[src/ghmac_pkg.sv]
// Shared types and constants for the GHASH message authenticator.
// No dependencies; imported by ghmac_gfmul, ghash_message_authenticator and the testbench.
package ghmac_pkg;

	localparam int BLOCK_W     = 128;
	localparam int BLOCK_BYTES = 16;
	localparam int DIGIT_W     = 8;
	localparam int DIGITS      = BLOCK_W / DIGIT_W;
	localparam int DIGIT_CNT_W = $clog2(DIGITS);
	localparam int SLOT_W      = $clog2(BLOCK_BYTES);
	localparam int COUNT_W     = 61;
	localparam int KEY_W       = 64;

	// GCM reduction polynomial, applied to the top byte
	localparam logic [7:0] GH_RED = 8'hE1;

	// register indexes
	localparam logic CFG_KEY_HI = 1'b0;
	localparam logic CFG_KEY_LO = 1'b1;

	// input kinds carried on tuser
	localparam logic ACT_BYTE   = 1'b0;
	localparam logic ACT_FINISH = 1'b1;

	typedef logic [BLOCK_W-1:0] block_t;

	typedef struct packed {
		logic   start;
		block_t x;
		block_t h;
	} mul_req_t;

	typedef struct packed {
		logic   done;
		block_t z;
	} mul_rsp_t;

endpackage

[src/ghmac_gfmul.sv]
// Digit-serial GF(2^128) multiplier, GCM bit order, eight bits of X per cycle.
// Depends on ghmac_pkg.
module ghmac_gfmul import ghmac_pkg::*; (
	input  logic     clk,
	input  logic     arst_n,
	input  mul_req_t req,
	output mul_rsp_t rsp
);

	block_t                 x_q, v_q, z_q;
	logic [DIGIT_CNT_W-1:0] cnt_q;
	logic                   busy_q, done_q;
	block_t                 v_nx, z_nx;

	// one digit: eight multiply-by-x steps, msb of X first
	always_comb begin
		v_nx = v_q;
		z_nx = z_q;
		for (int j = 0; j < DIGIT_W; j++) begin
			if (x_q[BLOCK_W-1-j])
				z_nx = z_nx ^ v_nx;
			if (v_nx[0])
				v_nx = {(v_nx[BLOCK_W-1 -: 8] >> 1) ^ GH_RED, v_nx[BLOCK_W-8:1]};
			else
				v_nx = v_nx >> 1;
		end
	end

	always_ff @(posedge clk or negedge arst_n) begin
		if (!arst_n) begin
			busy_q <= 1'b0;
			done_q <= 1'b0;
			cnt_q  <= '0;
		end else begin
			done_q <= 1'b0;
			if (req.start) begin
				busy_q <= 1'b1;
				cnt_q  <= '0;
			end else if (busy_q) begin
				cnt_q <= cnt_q + 1'b1;
				if (cnt_q == DIGIT_CNT_W'(DIGITS - 1)) begin
					busy_q <= 1'b0;
					done_q <= 1'b1;
				end
			end
		end
	end

	always_ff @(posedge clk) begin
		if (req.start) begin
			x_q <= req.x;
			v_q <= req.h;
			z_q <= '0;
		end else if (busy_q) begin
			x_q <= x_q << DIGIT_W;
			v_q <= v_nx;
			z_q <= z_nx;
		end
	end

	assign rsp.done = done_q;
	assign rsp.z    = z_q;

endmodule

[src/ghash_message_authenticator.sv]
// GHASH message authenticator: byte packer, sequencer and output register.
// Depends on ghmac_pkg and ghmac_gfmul.
//
//  channel  dir  payload
//  s_*      in   tuser: action; tdata[7:0]: data_byte
//  m_*      out  tdata[63:0]: hash_hi, tdata[127:64]: hash_lo
//  cfg_*    in   index 0 hash_key_hi, 1 hash_key_lo
//
// A byte that does not complete a block is accepted while the input stays ready. A byte
// that completes a block holds off the input while the shared multiplier works through
// its digits and returns its result. A finish runs the pad block then the length block
// with a partial block, or the length block alone without, then loads the output
// register, which waits while that register is still full.
// Reset clears all control state and the accumulator, buffer and counters.
module ghash_message_authenticator import ghmac_pkg::*; (
	input  logic                 clk,
	input  logic                 arst_n,
	input  logic                 s_tvalid,
	output logic                 s_tready,
	input  logic [7:0]           s_tdata,   // data_byte
	input  logic                 s_tuser,   // action
	output logic                 m_tvalid,
	input  logic                 m_tready,
	output logic [BLOCK_W-1:0]   m_tdata,   // hash_hi, hash_lo
	input  logic                 cfg_we,
	input  logic                 cfg_index,
	input  logic [KEY_W-1:0]     cfg_data
);

	localparam logic [2:0] ST_IDLE = 3'd0;
	localparam logic [2:0] ST_BLK  = 3'd1;
	localparam logic [2:0] ST_PAD  = 3'd2;
	localparam logic [2:0] ST_LEN  = 3'd3;
	localparam logic [2:0] ST_OUT  = 3'd4;

	logic [2:0]          state_q;
	logic [KEY_W-1:0]    key_hi_q, key_lo_q;
	block_t              accum_q, pending_q, pend_ins;
	logic [SLOT_W-1:0]   slot_q;
	logic [COUNT_W-1:0]  count_q;
	logic                m_tvalid_q;
	block_t              m_tdata_q;
	block_t              len_blk;
	logic                s_acc;
	mul_req_t            req;
	mul_rsp_t            rsp;

	ghmac_gfmul u_mul (
		.clk    (clk),
		.arst_n (arst_n),
		.req    (req),
		.rsp    (rsp)
	);

	assign s_tready = (state_q == ST_IDLE);
	assign s_acc    = s_tvalid && s_tready;
	assign len_blk  = {{(BLOCK_W-KEY_W){1'b0}}, count_q, 3'b000};

	// drop the byte into its lane, byte 0 in the top lane
	always_comb begin
		pend_ins = pending_q;
		for (int k = 0; k < BLOCK_BYTES; k++) begin
			if (slot_q == SLOT_W'(k))
				pend_ins[BLOCK_W-1-8*k -: 8] = s_tdata;
		end
	end

	always_comb begin
		req.start = 1'b0;
		req.x     = accum_q ^ pend_ins;
		req.h     = {key_hi_q, key_lo_q};
		if (s_acc) begin
			if (s_tuser == ACT_BYTE) begin
				req.start = (slot_q == SLOT_W'(BLOCK_BYTES - 1));
			end else if (slot_q != '0) begin
				req.start = 1'b1;
				req.x     = accum_q ^ pending_q;
			end else begin
				req.start = 1'b1;
				req.x     = accum_q ^ len_blk;
			end
		end else if (state_q == ST_PAD && rsp.done) begin
			req.start = 1'b1;
			req.x     = rsp.z ^ len_blk;
		end
	end

	always_ff @(posedge clk or negedge arst_n) begin
		if (!arst_n) begin
			state_q    <= ST_IDLE;
			key_hi_q   <= '0;
			key_lo_q   <= '0;
			accum_q    <= '0;
			pending_q  <= '0;
			slot_q     <= '0;
			count_q    <= '0;
			m_tvalid_q <= 1'b0;
		end else begin
			if (cfg_we) begin
				unique case (cfg_index)
					CFG_KEY_HI: key_hi_q <= cfg_data;
					CFG_KEY_LO: key_lo_q <= cfg_data;
					default:    ;
				endcase
			end
			// a new hash in ST_OUT reloads the valid flag below
			if (m_tvalid_q && m_tready && state_q != ST_OUT)
				m_tvalid_q <= 1'b0;
			unique case (state_q)
				ST_IDLE: begin
					if (s_acc) begin
						if (s_tuser == ACT_BYTE) begin
							count_q <= count_q + 1'b1;
							if (slot_q == SLOT_W'(BLOCK_BYTES - 1)) begin
								pending_q <= '0;
								slot_q    <= '0;
								state_q   <= ST_BLK;
							end else begin
								pending_q <= pend_ins;
								slot_q    <= slot_q + 1'b1;
							end
						end else begin
							pending_q <= '0;
							slot_q    <= '0;
							if (slot_q != '0) begin
								state_q <= ST_PAD;
							end else begin
								count_q <= '0;
								state_q <= ST_LEN;
							end
						end
					end
				end
				ST_BLK: begin
					if (rsp.done) begin
						accum_q <= rsp.z;
						state_q <= ST_IDLE;
					end
				end
				ST_PAD: begin
					if (rsp.done) begin
						count_q <= '0;
						state_q <= ST_LEN;
					end
				end
				ST_LEN: begin
					if (rsp.done) begin
						accum_q <= rsp.z;
						state_q <= ST_OUT;
					end
				end
				ST_OUT: begin
					if (!m_tvalid_q || m_tready) begin
						m_tvalid_q <= 1'b1;
						accum_q    <= '0;
						state_q    <= ST_IDLE;
					end
				end
				default: state_q <= ST_IDLE;
			endcase
		end
	end

	// hash_hi in the low half of tdata, hash_lo above it
	always_ff @(posedge clk) begin
		if (state_q == ST_OUT && (!m_tvalid_q || m_tready))
			m_tdata_q <= {accum_q[KEY_W-1:0], accum_q[BLOCK_W-1:KEY_W]};
	end

	assign m_tvalid = m_tvalid_q;
	assign m_tdata  = m_tdata_q;

endmodule

[config.mk]
export PLATFORM = sky130hd
export DESIGN_NAME = ghash_message_authenticator
export DESIGN_NICKNAME = d
export VERILOG_FILES = /design/src/ghmac_pkg.sv /design/src/ghmac_gfmul.sv /design/src/ghash_message_authenticator.sv
export SDC_FILE = /design/constraint.sdc
export NUM_CORES = 2
export LEC_CHECK = 0
export ABC_CLOCK_PERIOD_IN_PS = 17100
export BUFFER_PORTS_ARGS = -buffer_cell sky130_fd_sc_hd__buf_4
export CAP_MARGIN = 10
export CORE_ASPECT_RATIO = 0.7
export CORE_MARGIN = 2
export CORE_UTILIZATION = 46
export CTS_BUF_LIST = sky130_fd_sc_hd__clkbuf_8
export DETAILED_ROUTE_END_ITERATION = 10
export PLACE_DENSITY = 0.59
export REMOVE_ABC_BUFFERS = 1
export SLEW_MARGIN = 20
export SYNTH_ARGS = -nofsm -noshare
export SYNTH_HDL_FRONTEND = slang
export SYNTH_HIERARCHICAL = 1
export SYNTH_SLANG_ARGS = --single-unit
[constraint.sdc]
create_clock -name clk -period 17.1 [get_ports clk]
set_input_delay 0.855 -clock clk [delete_from_list [all_inputs] [get_ports clk]]
set_output_delay 0.855 -clock clk [all_outputs]
set_load 0.005 [all_outputs]
==> results.yml <==
layout:
  layout.cells.most_common: "nand2_1"
  area_growth_pct: 9.52
  layout-drive-gt1-share: 0.145
  n_fill_cell: 11900
  fin_nets: 6410
  mostFrequentLayoutCells: "1,614 x nand2_1, 883 x xnor2_1, 459 x dfrtp_1"
  regArea_um2: 25600
  stdcell_area_um2: 65600
  multi_input_area_um2: 32000
min_path:
  hp-class: "in2reg"
  worstHoldStart: "cfg_data[44]"
yosys:
  ys_ff_latch: 971
  syn_avg_cell_area_um2: 9.32
  netlist_instances: 6425
  synth_cell_type_count: 71
  async_reset_ff_frac: 0.473
  synth-seq-area-share: 0.427
  syn_area_um2: 59900
  dominantRegCellSynth: "dfrtp_1"
  synth_warnings: 6
  synth_edf_count: 384
route:
  wire_per_inst_um: 25.2
  drt_first_pass_iters: 5
  wl_um: 206000
  drc: 0
  vias_per_cell: 5.87
  first_iter_violations: 6313
  ant_nets: 0
  dr_total_vias: 48100
clock_tree:
  ctsResizeCount: 0
  clk_pin_slew_ps: 70
  cts.sinks: 971
  worstSkewPairLatency_ps: 920
  clk_path_buf_depth: 3
  cts_tree: "yes"
  numCtsBuffers: 162
  hold_buffers: 1
  cts_setup_buffers: 0
  cts_root_buf: "clkbuf_8"
  h-tree-depth: 4
pwr:
  leakagePower_uw: 0.0259
  vdd.ir_drop.worst_mv: 0.162
  powerDensity_nw_per_um2: 254
  power.total_uw: 16600
place:
  dp_hpwl_um: 133000
  place.port_buffers: 208
  finalWeightedCongestion: 0.878
  dpl_cell_area_um2: 62100
floorplanning:
  ios: 209
  die-area_um2: 133000
  rows: 110
  core-area_um2: 129000
  fp.dieW_um: 435
  die_h_um: 306
  start_util: 0.465
grt:
  met1_usage: 0.450
  grt_first_pass_wirelength_um: 305000
  grt_max_degree: 166
  grt_pass1_vias: 44800
  gr-usage-met2: 0.444
  top_usage_layer: "met1"
  grt_usage: 0.304
  grt.overflow.total: 0
  gr-usage-met3: 0.0614
  antenna_found_initial: 10
job:
  cap_violations: 0
sta:
  skew_ps: 55.3
  min_period_ps: 5590
  worstMarginPinSlew_ps: 1230
  relSlewSlack: 0.180
  setup_viol: 0
  fmax_mhz: 179
  final_hold_viol_count: 0
  rsz0062_at_grt: "no"
  fin_crit_sh: 0.327
  slew_violations: 0
outcome:
  status: "complete, no violations"
critical_path:
  cp_data_required_time_ps: 17590
  path_class: "reg2reg"
  cp.arrival_ps: 6080
  r2r-start: "state_q[2]$_DFFE_PN0P_"
  crit_start: "state_q[2]$_DFFE_PN0P_"
  worstPathMaxFanout: 152
  cp-end-kind: "register"
  cp-start-kind: "register"
-- flip-flops by register name, indices dropped and copies added, names as in the netlist --
name          cells
u_mul/cnt_q       4
m_tvalid          1
key_hi_q         64
u_mul/v_q       128
u_mul/busy_q      1
u_mul/z_q       128
u_mul/done_q      1
key_lo_q         64
u_mul/x_q       128
accum_q         128
m_tdata         128
state_q           3
pending_q       128
slot_q            4
count_q          61
-- area by class of cell --
cell class | count | share of cell area
inverters | 20 | 0.00122
diodes | 1 | 0.0000382
well taps | 1736 | 0.0331
repair buffers | 290 | 0.0348
clock buffers | 196 | 0.0411
flip-flops and latches | 971 | 0.390
multi-input cells | 4880 | 0.489
clock inverters | 107 | 0.0109
-- cells in the mapped netlist, drive strengths merged (22+ instances only) --
cell type  count  area [um2]
o22ai         64         400
o21ai        411        2060
nand3         96         480
mux2i        252        2520
or3          124         776
nand2b        88         551
nand4         33         221
clkbuf       390        1470
buf          164         838
dfrtp        459       11500
nand2       1618        6070
xor2         324        2870
o211ai        75         563
mux2         373        4200
a31oi         22         138
edfxtp       384       11500
xnor2        883        7730
a21oi        280        1400
dfxtp        128        2560
nor2          44         170
-- report_power, final --
| group | internal, uW | leakage (uW) | total [uW] | switching (uW) |
|---|---|---|---|---|
| Combinational | 4300 | 0.0131 | 9410 | 5120 |
| Clock | 1180 | 0.00193 | 2230 | 1050 |
| Sequential | 3520 | 0.0109 | 5010 | 1490 |
-- final timing paths --
kind	to	slack, ps	cells after the start
worst min register to register	accum_q[72]$_DFFE_PN0P_	480	2
worst min-delay path	key_hi_q[44]$_DFFE_PN0P_	190	2
worst max-delay path	u_mul/x_q[40]$_DFFE_PP_	11510	6
max in group asynchronous	pending_q[5]$_DFFE_PN0P_	14390	4
worst max register to register	u_mul/x_q[40]$_DFFE_PP_	11510	6
min in group asynchronous	pending_q[105]$_DFFE_PN0P_	520	2
-- layer usage --
layer,share of wire,wire length (um),vias up
li1,-,-,21400
met1,0.44,90700,23900
met2,0.43,88500,2444
met3,0.10,21100,369
met4,0.030,6200,4
met5,0.00015,32,-
-- worst max-delay path, cell delays in order, from the launching register on --
cell     delay, ps
dfrtp_1        490
or4b_4         950
nand2_2        790
and2_4         740
inv_1          530
nand2_4        670
buf_12         730
-- stage by stage --
| step | cells | utilization | TNS [ps] | hold WS [ps] | setup slack (ps) |
|---|---|---|---|---|---|
| after floorplan | 5871 | - | -1373520 | 453 | -5370 |
| after global placement | 7891 | 0.482 | 0 | 473 | 11330 |
| after detailed placement | 7893 | 0.482 | 0 | 477 | 11230 |
| after CTS | 8197 | 0.508 | 0 | 100 | 11630 |
| after global routing | 8201 | 0.509 | 0 | 131 | 11370 |
| final | 8201 | 0.509 | 0 | 185 | 11510 |
-- cells by family (layout without fill, tap and decap cells) --
group           count (synthesis)  in the layout  synth area share
compound gates                924            924            0.0864
flops                         971            971             0.427
other cells                     0              1                 0
simple gates                 2102           2102             0.150
xor+xnor                     1223           1223             0.183
buf+inv                       574            613            0.0398
fa+ha+maj                       6              6           0.00125
mux                           625            625             0.112
No activity file was read; power rests on OpenSTA's default activity.
